<file path="src/rtl/core/awcg_pkg.sv">
// ----------------------------------------------------------------------------
// awcg_pkg
// Shared types, constants and the control program of the worker count governor.
// ----------------------------------------------------------------------------
package awcg_pkg;

  localparam int unsigned WorkerLimitDefault = 8;

  // Configuration port
  localparam int unsigned CfgIdxW  = 2;
  localparam int unsigned CfgDataW = 4;

  typedef enum logic [CfgIdxW-1:0] {
    REG_ADAPTIVE_ENABLE = 2'd0,
    REG_MANUAL_WORKERS  = 2'd1,
    REG_MIN_WORKERS     = 2'd2,
    REG_MAX_WORKERS     = 2'd3
  } cfg_reg_e;

  localparam logic       ResetEnable = 1'b1;
  localparam logic [3:0] ResetManual = 4'd4;
  localparam logic [3:0] ResetMin    = 4'd1;
  localparam logic [3:0] ResetMax    = 4'd8;
  localparam logic [3:0] ResetActive = 4'd4;

  // Payload of the two channels
  typedef struct packed {
    logic [15:0] busy_time;
    logic [15:0] deadline_time;
    logic [7:0]  task_count;
  } in_item_t;

  typedef struct packed {
    logic [3:0]  worker_count;
    logic [15:0] smoothed_load;
    logic [15:0] peak_load;
    logic        report_applied;
  } out_item_t;

  // Load arithmetic, Q8.8 percent
  localparam logic [31:0] CurScale    = 32'd25600;
  localparam logic [22:0] SatScale    = 23'd100;
  localparam logic [31:0] EmaWeight   = 32'd19;
  localparam logic [15:0] EmaDivisor  = 16'd20;
  localparam logic [31:0] PeakWeight  = 32'd99;
  localparam logic [15:0] PeakDivisor = 16'd100;
  localparam logic [15:0] LoadMax     = 16'hFFFF;
  localparam logic [15:0] EmaSeedMax  = 16'd2;

  localparam logic [15:0] EmaHigh   = 16'd15360;
  localparam logic [15:0] PeakHigh  = 16'd17920;
  localparam logic [15:0] PeakEmerg = 16'd21760;
  localparam logic [15:0] EmaLow    = 16'd7680;

  // Busy/deadline ratio tests: busy*10 against deadline*k
  localparam logic [19:0] RatioScale = 20'd10;
  localparam logic [19:0] RatioHigh  = 20'd6;
  localparam logic [19:0] RatioEmerg = 20'd8;
  localparam logic [19:0] RatioMid   = 20'd4;
  localparam logic [19:0] RatioLow   = 20'd3;

  // Run counters and scaling steps
  localparam logic [4:0] HighRunUp   = 5'd4;
  localparam logic [4:0] HighRunMid  = 5'd8;
  localparam logic [9:0] LowRunLimit = 10'd300;
  localparam logic [3:0] ScaleStep   = 4'd2;
  localparam logic [3:0] MidTarget   = 4'd4;

  // Task count floor
  localparam logic [7:0] TaskHigh  = 8'd16;
  localparam logic [7:0] TaskMid   = 8'd8;
  localparam logic [3:0] FloorHigh = 4'd6;
  localparam logic [3:0] FloorMid  = 4'd4;
  localparam logic [3:0] FloorLow  = 4'd2;

  // Shared divider: 16-bit quotient, a few quotient bits per cycle
  localparam int unsigned DivQBits        = 16;
  localparam int unsigned DivBitsPerCycle = 2;

  typedef struct packed {
    logic        start;
    logic [31:0] dividend;
    logic [15:0] divisor;
  } div_req_t;

  typedef struct packed {
    logic        busy;
    logic [15:0] quotient;
  } div_rsp_t;

  // Sequencer program
  localparam int unsigned PcW = 4;

  typedef enum logic [3:0] {
    OP_NOP,
    OP_ACCEPT,
    OP_START_CUR,
    OP_SET_CUR,
    OP_START_EMA,
    OP_SET_EMA,
    OP_START_PEAK,
    OP_SET_PEAK,
    OP_DECIDE,
    OP_MANUAL,
    OP_EMIT
  } op_e;

  typedef enum logic [2:0] {
    C_NONE,
    C_ALWAYS,
    C_NO_IN,
    C_DIV_BUSY,
    C_OUT_FULL,
    C_DISABLED,
    C_DL_ZERO
  } cond_e;

  typedef struct packed {
    op_e            op;
    cond_e          wait_c;
    cond_e          jump_c;
    logic [PcW-1:0] target;
  } ctrl_t;

  localparam logic [PcW-1:0] P_IDLE     = 4'd0;
  localparam logic [PcW-1:0] P_MODE     = 4'd1;
  localparam logic [PcW-1:0] P_ZERO     = 4'd2;
  localparam logic [PcW-1:0] P_CUR      = 4'd3;
  localparam logic [PcW-1:0] P_CUR_END  = 4'd4;
  localparam logic [PcW-1:0] P_EMA      = 4'd5;
  localparam logic [PcW-1:0] P_EMA_END  = 4'd6;
  localparam logic [PcW-1:0] P_PEAK     = 4'd7;
  localparam logic [PcW-1:0] P_PEAK_END = 4'd8;
  localparam logic [PcW-1:0] P_DECIDE   = 4'd9;
  localparam logic [PcW-1:0] P_MANUAL   = 4'd10;
  localparam logic [PcW-1:0] P_OUT      = 4'd11;

  // The op of a step runs in the cycle its wait condition is false; the step
  // then jumps to its target if the jump condition holds, else falls through.
  function automatic ctrl_t prog_word(input logic [PcW-1:0] pc);
    ctrl_t w;
    case (pc)
      P_IDLE:     w = '{op: OP_ACCEPT,     wait_c: C_NO_IN,    jump_c: C_NONE,     target: P_IDLE};
      P_MODE:     w = '{op: OP_NOP,        wait_c: C_NONE,     jump_c: C_DISABLED, target: P_MANUAL};
      P_ZERO:     w = '{op: OP_NOP,        wait_c: C_NONE,     jump_c: C_DL_ZERO,  target: P_OUT};
      P_CUR:      w = '{op: OP_START_CUR,  wait_c: C_NONE,     jump_c: C_NONE,     target: P_IDLE};
      P_CUR_END:  w = '{op: OP_SET_CUR,    wait_c: C_DIV_BUSY, jump_c: C_NONE,     target: P_IDLE};
      P_EMA:      w = '{op: OP_START_EMA,  wait_c: C_NONE,     jump_c: C_NONE,     target: P_IDLE};
      P_EMA_END:  w = '{op: OP_SET_EMA,    wait_c: C_DIV_BUSY, jump_c: C_NONE,     target: P_IDLE};
      P_PEAK:     w = '{op: OP_START_PEAK, wait_c: C_NONE,     jump_c: C_NONE,     target: P_IDLE};
      P_PEAK_END: w = '{op: OP_SET_PEAK,   wait_c: C_DIV_BUSY, jump_c: C_NONE,     target: P_IDLE};
      P_DECIDE:   w = '{op: OP_DECIDE,     wait_c: C_NONE,     jump_c: C_ALWAYS,   target: P_OUT};
      P_MANUAL:   w = '{op: OP_MANUAL,     wait_c: C_NONE,     jump_c: C_NONE,     target: P_IDLE};
      P_OUT:      w = '{op: OP_EMIT,       wait_c: C_OUT_FULL, jump_c: C_ALWAYS,   target: P_IDLE};
      default:    w = '{op: OP_NOP,        wait_c: C_NONE,     jump_c: C_ALWAYS,   target: P_IDLE};
    endcase
    return w;
  endfunction

endpackage

</file>
<file path="src/rtl/core/awcg_div.sv">
// ----------------------------------------------------------------------------
// awcg_div
// Restoring divider with a 16-bit quotient, a few quotient bits per cycle.
// The upper half of the dividend must be below the divisor.
// ----------------------------------------------------------------------------
module awcg_div (
  input  logic               clk_i,
  input  logic               rst_ni,
  input  awcg_pkg::div_req_t req_i,
  output awcg_pkg::div_rsp_t rsp_o
);
  import awcg_pkg::*;

  localparam int unsigned Iters = DivQBits / DivBitsPerCycle;
  localparam int unsigned CntW  = $clog2(Iters + 1);

  logic [CntW-1:0]     cnt_q, cnt_d;
  logic [DivQBits-1:0] rem_q, rem_d;
  logic [DivQBits-1:0] quo_q, quo_d;
  logic [DivQBits-1:0] dsr_q, dsr_d;

  always_comb begin : step_logic
    logic [DivQBits:0]   trial;
    logic [DivQBits-1:0] r;
    logic [DivQBits-1:0] q;
    logic                ge;
    r     = rem_q;
    q     = quo_q;
    trial = '0;
    ge    = 1'b0;
    for (int i = 0; i < DivBitsPerCycle; i++) begin
      trial = {r, q[DivQBits-1]};
      ge    = (trial >= {1'b0, dsr_q});
      r     = ge ? DivQBits'(trial - {1'b0, dsr_q}) : trial[DivQBits-1:0];
      q     = {q[DivQBits-2:0], ge};
    end

    cnt_d = cnt_q;
    rem_d = rem_q;
    quo_d = quo_q;
    dsr_d = dsr_q;
    if (req_i.start) begin
      cnt_d = CntW'(Iters);
      rem_d = req_i.dividend[31:16];
      quo_d = req_i.dividend[15:0];
      dsr_d = req_i.divisor;
    end else if (cnt_q != '0) begin
      cnt_d = cnt_q - CntW'(1);
      rem_d = r;
      quo_d = q;
    end
  end

  always_ff @(posedge clk_i or negedge rst_ni) begin
    if (!rst_ni) begin
      cnt_q <= '0;
    end else begin
      cnt_q <= cnt_d;
    end
  end

  always_ff @(posedge clk_i) begin
    rem_q <= rem_d;
    quo_q <= quo_d;
    dsr_q <= dsr_d;
  end

  assign rsp_o.busy     = (cnt_q != '0);
  assign rsp_o.quotient = quo_q;

endmodule

</file>
<file path="src/rtl/core/adaptive_worker_count_governor_top.sv">
// ----------------------------------------------------------------------------
// adaptive_worker_count_governor_top
// Worker count governor: load, smoothed load and peak from one report per block.
// ----------------------------------------------------------------------------
// One report is worked on at a time by a small microcoded sequencer. A report
// with adaptation enabled and a nonzero deadline runs three divisions (load,
// smoothed load, peak decay) one after another on a single shared divider that
// retires two quotient bits per cycle, then the scaling decision, before its
// result is written to the output register. A zero-deadline report skips the
// divisions and the decision; with adaptation disabled, the clamped manual count
// is taken instead. The next report is taken as soon as the sequencer is back
// at its idle step, even while the last result still waits in the output register.
module adaptive_worker_count_governor_top #(
  parameter int unsigned WorkerLimit = awcg_pkg::WorkerLimitDefault
) (
  input  logic                          clk_i,
  input  logic                          rst_ni,
  input  logic                          cfg_we_i,
  input  logic [awcg_pkg::CfgIdxW-1:0]  cfg_idx_i,
  input  logic [awcg_pkg::CfgDataW-1:0] cfg_data_i,
  input  logic                          in_valid_i,
  output logic                          in_ready_o,
  input  awcg_pkg::in_item_t            in_data_i,
  output logic                          out_valid_o,
  input  logic                          out_ready_i,
  output awcg_pkg::out_item_t           out_data_o
);
  import awcg_pkg::*;

  // Wide enough for the limit itself and for a count raised by one step.
  localparam int unsigned LimW = $clog2(WorkerLimit + 1);
  localparam int unsigned TW   = (LimW > 5) ? LimW : 5;

  // Configuration
  logic       en_q;
  logic [3:0] manual_q, min_q, max_q;

  always_ff @(posedge clk_i or negedge rst_ni) begin
    if (!rst_ni) begin
      en_q     <= ResetEnable;
      manual_q <= ResetManual;
      min_q    <= ResetMin;
      max_q    <= ResetMax;
    end else if (cfg_we_i) begin
      case (cfg_reg_e'(cfg_idx_i))
        REG_ADAPTIVE_ENABLE: en_q     <= cfg_data_i[0];
        REG_MANUAL_WORKERS:  manual_q <= cfg_data_i;
        REG_MIN_WORKERS:     min_q    <= cfg_data_i;
        REG_MAX_WORKERS:     max_q    <= cfg_data_i;
        default: ;
      endcase
    end
  end

  // Sequencer
  logic [PcW-1:0] pc_q, pc_d;
  ctrl_t          cw;
  logic           wait_now, jump_now, exec;
  div_req_t       div_req;
  div_rsp_t       div_rsp;

  logic out_valid_q, out_valid_d;
  out_item_t out_q, out_d;

  in_item_t    in_q, in_d;
  logic [15:0] cur_q, cur_d;
  logic        sat_q, sat_d;
  logic        r60_q, r60_d, r80_q, r80_d, r40_q, r40_d, r30_q, r30_d;

  logic [3:0]  active_q, active_d;
  logic [15:0] ema_q, ema_d;
  logic [15:0] peak_q, peak_d;
  logic [3:0]  high_run_q, high_run_d;
  logic [8:0]  low_run_q, low_run_d;
  logic        applied_q, applied_d;

  function automatic logic cond_true(input cond_e c, input logic valid, input logic busy,
                                     input logic out_full, input logic en,
                                     input logic dl_zero);
    logic r;
    case (c)
      C_NONE:     r = 1'b0;
      C_ALWAYS:   r = 1'b1;
      C_NO_IN:    r = !valid;
      C_DIV_BUSY: r = busy;
      C_OUT_FULL: r = out_full;
      C_DISABLED: r = !en;
      C_DL_ZERO:  r = dl_zero;
      default:    r = 1'b0;
    endcase
    return r;
  endfunction

  function automatic logic [TW-1:0] clamp_w(input logic [TW-1:0] v, input logic [TW-1:0] lo,
                                            input logic [TW-1:0] hi);
    logic [TW-1:0] r;
    r = v;
    if (r < lo) r = lo;
    if (r > hi) r = hi;
    return r;
  endfunction

  logic out_full, dl_zero;
  assign out_full = out_valid_q && !out_ready_i;
  assign dl_zero  = (in_q.deadline_time == '0);

  always_comb begin
    cw       = prog_word(pc_q);
    wait_now = cond_true(cw.wait_c, in_valid_i, div_rsp.busy, out_full, en_q, dl_zero);
    jump_now = cond_true(cw.jump_c, in_valid_i, div_rsp.busy, out_full, en_q, dl_zero);
    exec     = !wait_now;
    if (wait_now) begin
      pc_d = pc_q;
    end else if (jump_now) begin
      pc_d = cw.target;
    end else begin
      pc_d = pc_q + PcW'(1);
    end
  end

  assign in_ready_o = (pc_q == P_IDLE);

  // Shared divider
  always_comb begin
    div_req.start    = 1'b0;
    div_req.dividend = 32'(in_q.busy_time) * CurScale;
    div_req.divisor  = in_q.deadline_time;
    if (exec) begin
      case (cw.op)
        OP_START_CUR: begin
          div_req.start = 1'b1;
        end
        OP_START_EMA: begin
          div_req.start    = 1'b1;
          div_req.dividend = 32'(ema_q) * EmaWeight + 32'(cur_q);
          div_req.divisor  = EmaDivisor;
        end
        OP_START_PEAK: begin
          div_req.start    = 1'b1;
          div_req.dividend = 32'(peak_q) * PeakWeight;
          div_req.divisor  = PeakDivisor;
        end
        default: ;
      endcase
    end
  end

  awcg_div u_div (
    .clk_i  (clk_i),
    .rst_ni (rst_ni),
    .req_i  (div_req),
    .rsp_o  (div_rsp)
  );

  // Load flags of the captured report
  logic [22:0] busy_x100;
  logic [19:0] busy_x10;
  logic        sat_now;
  assign busy_x100 = 23'(in_q.busy_time) * SatScale;
  assign busy_x10  = 20'(in_q.busy_time) * RatioScale;
  // busy*25600/deadline saturates exactly when busy*100 >= deadline*256.
  assign sat_now   = ({1'b0, busy_x100[22:8]} >= in_q.deadline_time);

  // Effective ceiling and clamped manual count
  logic [TW-1:0] emax, man_active;
  assign emax       = (TW'(max_q) > TW'(WorkerLimit)) ? TW'(WorkerLimit) : TW'(max_q);
  assign man_active = clamp_w(TW'(manual_q), TW'(min_q), emax);

  // Scaling decision on the freshly updated smoothed load and peak
  logic [3:0] dec_active;
  logic [3:0] dec_high;
  logic [8:0] dec_low;

  always_comb begin : decide_logic
    logic [TW-1:0] act, tgt, up, down, flr;
    logic [4:0]    hr_inc;
    logic [9:0]    lr_inc;
    act    = TW'(active_q);
    tgt    = act;
    up     = act + TW'(ScaleStep);
    down   = (act >= TW'(ScaleStep)) ? act - TW'(ScaleStep) : '0;
    hr_inc = {1'b0, high_run_q} + 5'd1;
    lr_inc = {1'b0, low_run_q} + 10'd1;
    if (in_q.task_count >= TaskHigh) begin
      flr = TW'(FloorHigh);
    end else if (in_q.task_count >= TaskMid) begin
      flr = TW'(FloorMid);
    end else begin
      flr = TW'(FloorLow);
    end
    dec_high = high_run_q;
    dec_low  = low_run_q;

    if (r60_q || ema_q > EmaHigh || peak_q > PeakHigh) begin
      dec_low = '0;
      if (hr_inc >= HighRunUp) begin
        if (r80_q || peak_q > PeakEmerg) begin
          tgt = TW'(WorkerLimit);
        end else begin
          tgt = (up < emax) ? up : emax;
        end
        dec_high = '0;
      end else begin
        dec_high = 4'(hr_inc);
      end
    end else if (r40_q && act < TW'(MidTarget)) begin
      if (hr_inc >= HighRunMid) begin
        tgt      = TW'(MidTarget);
        dec_high = '0;
      end else begin
        dec_high = 4'(hr_inc);
      end
    end else if (r30_q && ema_q < EmaLow) begin
      dec_high = '0;
      if (lr_inc >= LowRunLimit) begin
        if (act > flr) begin
          tgt = (down > flr) ? down : flr;
        end
        dec_low = '0;
      end else begin
        dec_low = 9'(lr_inc);
      end
    end else begin
      dec_high = '0;
      dec_low  = '0;
    end

    tgt = clamp_w(tgt, TW'(min_q), emax);
    if (tgt < flr) tgt = flr;
    dec_active = 4'(tgt);
  end

  // Datapath actions
  always_comb begin
    in_d        = in_q;
    cur_d       = cur_q;
    sat_d       = sat_q;
    r60_d       = r60_q;
    r80_d       = r80_q;
    r40_d       = r40_q;
    r30_d       = r30_q;
    active_d    = active_q;
    ema_d       = ema_q;
    peak_d      = peak_q;
    high_run_d  = high_run_q;
    low_run_d   = low_run_q;
    applied_d   = applied_q;
    out_d       = out_q;
    out_valid_d = out_valid_q && !out_ready_i;
    if (exec) begin
      case (cw.op)
        OP_ACCEPT: begin
          in_d      = in_data_i;
          applied_d = 1'b0;
        end
        OP_START_CUR: begin
          sat_d = sat_now;
          r60_d = busy_x10 > 20'(in_q.deadline_time) * RatioHigh;
          r80_d = busy_x10 > 20'(in_q.deadline_time) * RatioEmerg;
          r40_d = busy_x10 > 20'(in_q.deadline_time) * RatioMid;
          r30_d = busy_x10 < 20'(in_q.deadline_time) * RatioLow;
        end
        OP_SET_CUR: begin
          cur_d = sat_q ? LoadMax : div_rsp.quotient;
        end
        OP_SET_EMA: begin
          ema_d = (ema_q <= EmaSeedMax) ? cur_q : div_rsp.quotient;
        end
        OP_SET_PEAK: begin
          peak_d = (cur_q > div_rsp.quotient) ? cur_q : div_rsp.quotient;
        end
        OP_DECIDE: begin
          active_d   = dec_active;
          high_run_d = dec_high;
          low_run_d  = dec_low;
          applied_d  = 1'b1;
        end
        OP_MANUAL: begin
          active_d = 4'(man_active);
        end
        OP_EMIT: begin
          out_valid_d = 1'b1;
          out_d       = '{worker_count:   active_q,
                          smoothed_load:  ema_q,
                          peak_load:      peak_q,
                          report_applied: applied_q};
        end
        default: ;
      endcase
    end
  end

  always_ff @(posedge clk_i or negedge rst_ni) begin
    if (!rst_ni) begin
      pc_q        <= P_IDLE;
      out_valid_q <= 1'b0;
      active_q    <= ResetActive;
      ema_q       <= '0;
      peak_q      <= '0;
      high_run_q  <= '0;
      low_run_q   <= '0;
      applied_q   <= 1'b0;
    end else begin
      pc_q        <= pc_d;
      out_valid_q <= out_valid_d;
      active_q    <= active_d;
      ema_q       <= ema_d;
      peak_q      <= peak_d;
      high_run_q  <= high_run_d;
      low_run_q   <= low_run_d;
      applied_q   <= applied_d;
    end
  end

  always_ff @(posedge clk_i) begin
    in_q  <= in_d;
    cur_q <= cur_d;
    sat_q <= sat_d;
    r60_q <= r60_d;
    r80_q <= r80_d;
    r40_q <= r40_d;
    r30_q <= r30_d;
    out_q <= out_d;
  end

  assign out_valid_o = out_valid_q;
  assign out_data_o  = out_q;

  // The divider is only kicked off when it is free.
  assert property (@(posedge clk_i) disable iff (!rst_ni)
    div_req.start |-> !div_rsp.busy)
    else $error("divider started while busy");

  // While the divider runs, the sequencer sits at a step that waits for it.
  assert property (@(posedge clk_i) disable iff (!rst_ni)
    div_rsp.busy |-> (pc_q == P_CUR_END || pc_q == P_EMA_END || pc_q == P_PEAK_END))
    else $error("divider running outside a wait step");

  // A new result appears only from the emit step.
  assert property (@(posedge clk_i) disable iff (!rst_ni)
    $rose(out_valid_q) |-> $past(pc_q) == P_OUT)
    else $error("result raised outside the emit step");

  // An applied report never leaves fewer workers than the smallest task floor.
  assert property (@(posedge clk_i) disable iff (!rst_ni)
    (exec && cw.op == OP_DECIDE) |=> active_q >= FloorLow)
    else $error("worker count below task floor after decision");

endmodule

</file>
<file path="config.mk">
export PLATFORM = sky130hd
export DESIGN_NAME = adaptive_worker_count_governor_top
export DESIGN_NICKNAME = d
export VERILOG_FILES = /design/src/rtl/core/awcg_pkg.sv /design/src/rtl/core/awcg_div.sv /design/src/rtl/core/adaptive_worker_count_governor_top.sv
export SDC_FILE = /design/constraint.sdc
export NUM_CORES = 1
export LEC_CHECK = 0
export ABC_AREA = 0
export BUFFER_PORTS_ARGS = -buffer_cell sky130_fd_sc_hd__buf_4
export CAP_MARGIN = 20
export CELL_PAD_IN_SITES_DETAIL_PLACEMENT = 1
export CELL_PAD_IN_SITES_GLOBAL_PLACEMENT = 2
export CORE_ASPECT_RATIO = 0.5
export CORE_MARGIN = 3
export CORE_UTILIZATION = 42
export CTS_BUF_LIST = sky130_fd_sc_hd__clkbuf_4 sky130_fd_sc_hd__clkbuf_8
export CTS_CLUSTER_DIAMETER = 80
export CTS_CLUSTER_SIZE = 24
export DETAILED_ROUTE_END_ITERATION = 16
export MAX_ROUTING_LAYER = met4
export PLACE_DENSITY_LB_ADDON = 0.1
export RECOVER_POWER = 25
export SYNTH_ARGS = -nofsm -noshare
export SYNTH_HDL_FRONTEND = slang
export SYNTH_SLANG_ARGS = --single-unit
export TNS_END_PERCENT = 30
</file>
<file path="constraint.sdc">
create_clock -name clk_i -period 7.4 [get_ports clk_i]
set_input_delay 0.74 -clock clk_i [delete_from_list [all_inputs] [get_ports clk_i]]
set_output_delay 0.74 -clock clk_i [all_outputs]
set_load 0.005 [all_outputs]
</file>
==> flow_summary.yaml <==
critical_path:
  cpMaxStageDelayCell: "dfstp_2"
  critPathMostFrequentCell: "ha_1"
  end_kind: "register"
  crit_path_start_kind: "register"
  timing.rr.end: "active_q[0]$_DFFE_PN0P_"
  crit_required_ns: 7.93
  arrival_ns: 7.32
  critPathMaxStageDelay_ns: 0.57
  rrSetupSlack_ns: 0.61
  r2r_cells: 33
  critPathMaxFanout: 11
  critPathKind: "reg -> reg"
  timing.rr.start: "active_q[2]$_DFFE_PN1P_"
placement:
  routabilityCongestion: 0.901
  port_buffers: 86
  dpl.hpwl_mm: 50.9
logic_synthesis:
  synth_edf_count: 143
  ys_ff_latch: 215
  yosys.area.top_type_share_pct: 23.2
  synth_area_leader_cell: "ha_1"
  synthTopCellsByArea: "ha_1, edfxtp_1, dfrtp_1, inv_1, fa_1"
  synthesis.area_um2: 21900
  synth-seq-area-share_pct: 27.9
  synthFlopType: "edfxtp_1"
  yosysWarnings: 0
  ys_async_sr_fraction_pct: 33.5
  mappedNetlistNets: 2834
  synth_cell_types: 91
  avgSynthCellArea_um2: 9.47
  syn_inst: 2313
grt:
  grt_usage_pct: 23.9
  grt_pass1_wl_mm: 102
  grt_antenna_before_repair: 1
  grt_max_degree: 53
  overflow: 0
  first_global_vias: 18100
drt:
  drc: 0
  final_antenna_net_count: 0
  wl_per_cell_um: 20.3
  drtPass1Iterations: 5
  vias_per_cell: 5.49
  initialDrtViolationCount: 812
  drt_wl_total_mm: 63.2
  via_count: 17100
worst_hold_path:
  hp-class: "in -> reg"
  min_path_cells: 1
  worstHoldEndpoint: "in_q[26]$_DFFE_PP_"
  holdCritStartpoint: "in_data_i[26]"
sta:
  min_period_over_period_pct: 91.8
  hold_slack_ns: 0.297
  maxSlewViolCount: 22
  clock_skew_ns: 0.0683
  hold_viol: 0
  max_slew_margin_pct: -4.11
  tightestPinTransition_ns: 1.56
  finalSetupViolations: 0
  period_needed_ns: 6.79
  timing.fmax_ghz: 0.147
run:
  cap_violations: 1
floorplanning:
  initial_utilization_pct: 43.1
  num_rows: 58
  fp.dieW_um: 329
  die_area_um2: 55100
  core_um2: 50900
  ios: 90
  die_h_um: 167
clock_tree:
  cts.htree.levels: 1
  numClockSinks: 215
  cts_buffers: 15
  path_clk_slew_ns: 0.16
  clk_latency_ns: 0.63
  cts_tree: "yes"
  cts-root-buf: "clkbuf_8"
  cts.path.max_buffers: 3
cells_and_area:
  nets: 2932
  seqCellArea_um2: 6100
  multi_input_comb_area_um2: 14400
  syn_to_final_growth_pct: 8.99
  drive_gt1_share_pct: 9.75
  n_antenna_cell: 0
  final_core_util_pct: 46.9
  fillers: 5842
status:
  violations: "max-capacitance violations, max-slew violations"
  status: "complete, but fails checks"
sequential cells by signal, summed over array words and instances (netlist names), 4 cells and up:
name / count
in_q: 37
out_data_o: 37
cur_q: 16
ema_q: 16
peak_q: 16
u_div.dsr_q: 16
u_div.quo_q: 16
u_div.rem_q: 16
low_run_q: 9
active_q: 4
high_run_q: 4
manual_q: 4
max_q: 4
min_q: 4
pc_q: 4
u_div.cnt_q: 4
what timing repair did:
item | 4_1_cts | 5_1_grt
setup endpoints to repair | 0 | 3
gates resized for setup | 0 | 5
hold endpoints to repair | 17 | 0
hold buffers | 1 | 0
buffers inserted | 0 | 3
cells by family (layout without fill, tap and decap cells):
family / after synthesis / after routing / share of synthesized area [%]
AOI/OAI and AO/OA: 553 / 553 / 16.8
and+or+nand+nor: 516 / 516 / 11.8
adders and majority gates: 470 / 470 / 29.0
buffers and inverters: 378 / 485 / 6.59
DFF: 215 / 215 / 27.9
muxes: 92 / 92 / 4.39
xor gates and xnor gates: 89 / 89 / 3.56
cells in the mapped netlist (all sizes together) (8+ instances only):
cell and n:
a211o 9, fa 63, nor2 99, mux2i 62, nand2 148, ha 407, a211oi 15, mux2 30
and3 11, o21a 36, o31ai 21, and2 12, edfxtp 143, a21o 53, nand2b 30, nor3 30
nand3 48, xnor2 63, a21oi 121, clkbuf 33, o31a 8, nor4 13, inv 338, nor2b 31
dfrtp 67, o21ai 144, a31oi 20, xor2 26, nand4 30, o21bai 17, o211ai 14, or3 13
or2 29
per-layer routing:
metal  vias to the layer above  track usage, %  part of all wire (%)
li1                       8412               -                     -
met1                      8371            31.8                    48
met2                       217            39.3                    46
met3                        71            2.74                   2.9
met4                         0            5.54                   2.5
met5                         -               -                     0
worst max-delay path: cells and delay by family, from the launching register on:
kind | cells | cell delay [ns]
compound gates | 17 | 2.93
xor+xnor | 1 | 0.18
fa+ha+maj | 5 | 1.51
buf+inv | 3 | 0.45
flops | 1 | 0.57
mux | 1 | 0.32
simple gates | 6 | 0.72
layout make-up:
cell class	count	area share, %
inverter	338	5.31
clock inverter	7	0.372
tap	690	3.62
timing repair buffer	121	3.71
sequential	215	25.6
multi-input combinational	1720	60.4
clock buffer	19	1.02
stage by stage:
stage | setup slack [ns] | area [um^2] | std cells | TNS [ns]
4_1_cts | 0.425 | 23900 | 3106 | 0
3_3_place_gp | 0.608 | 23500 | 3079 | 0
3_5_place_dp | 0.511 | 23500 | 3079 | 0
2_1_floorplan | 0.989 | 21900 | 2313 | 0
5_1_grt | -0.0851 | 23900 | 3110 | -0.0851
6_report | 0.610 | 23900 | 3110 | 0
worst max path at each step:
stage / start / end / slack (ns) / cells after the start
detailed placement: active_q[2]$_DFFE_PN1P_ / active_q[0]$_DFFE_PN0P_ / 0.51 / 33
global placement: active_q[2]$_DFFE_PN1P_ / active_q[0]$_DFFE_PN0P_ / 0.61 / 33
floorplan: active_q[2]$_DFFE_PN1P_ / active_q[0]$_DFFE_PN0P_ / 0.99 / 34
finish: active_q[2]$_DFFE_PN1P_ / active_q[0]$_DFFE_PN0P_ / 0.61 / 33
global route: active_q[2]$_DFFE_PN1P_ / active_q[0]$_DFFE_PN0P_ / -0.09 / 33
CTS: active_q[2]$_DFFE_PN1P_ / active_q[0]$_DFFE_PN0P_ / 0.43 / 33
layout by cell type (no fill, tap or decap), drive strengths merged, types with 31 or more instances in the layout:
master / synthesis / routed
ha: 407 / 407
inv: 338 / 341
nand2: 148 / 148
o21ai: 144 / 144
edfxtp: 143 / 143
a21oi: 121 / 121
nor2: 99 / 99
buf: 7 / 75
dfrtp: 67 / 67
clkbuf: 33 / 64
xnor2: 63 / 63
fa: 63 / 63
mux2i: 62 / 62
a21o: 53 / 53
nand3: 48 / 48
o21a: 36 / 36
nor2b: 31 / 31
Power is not shown: default switching activity piles up to over one toggle a cycle in this logic, so the estimate is an artifact.
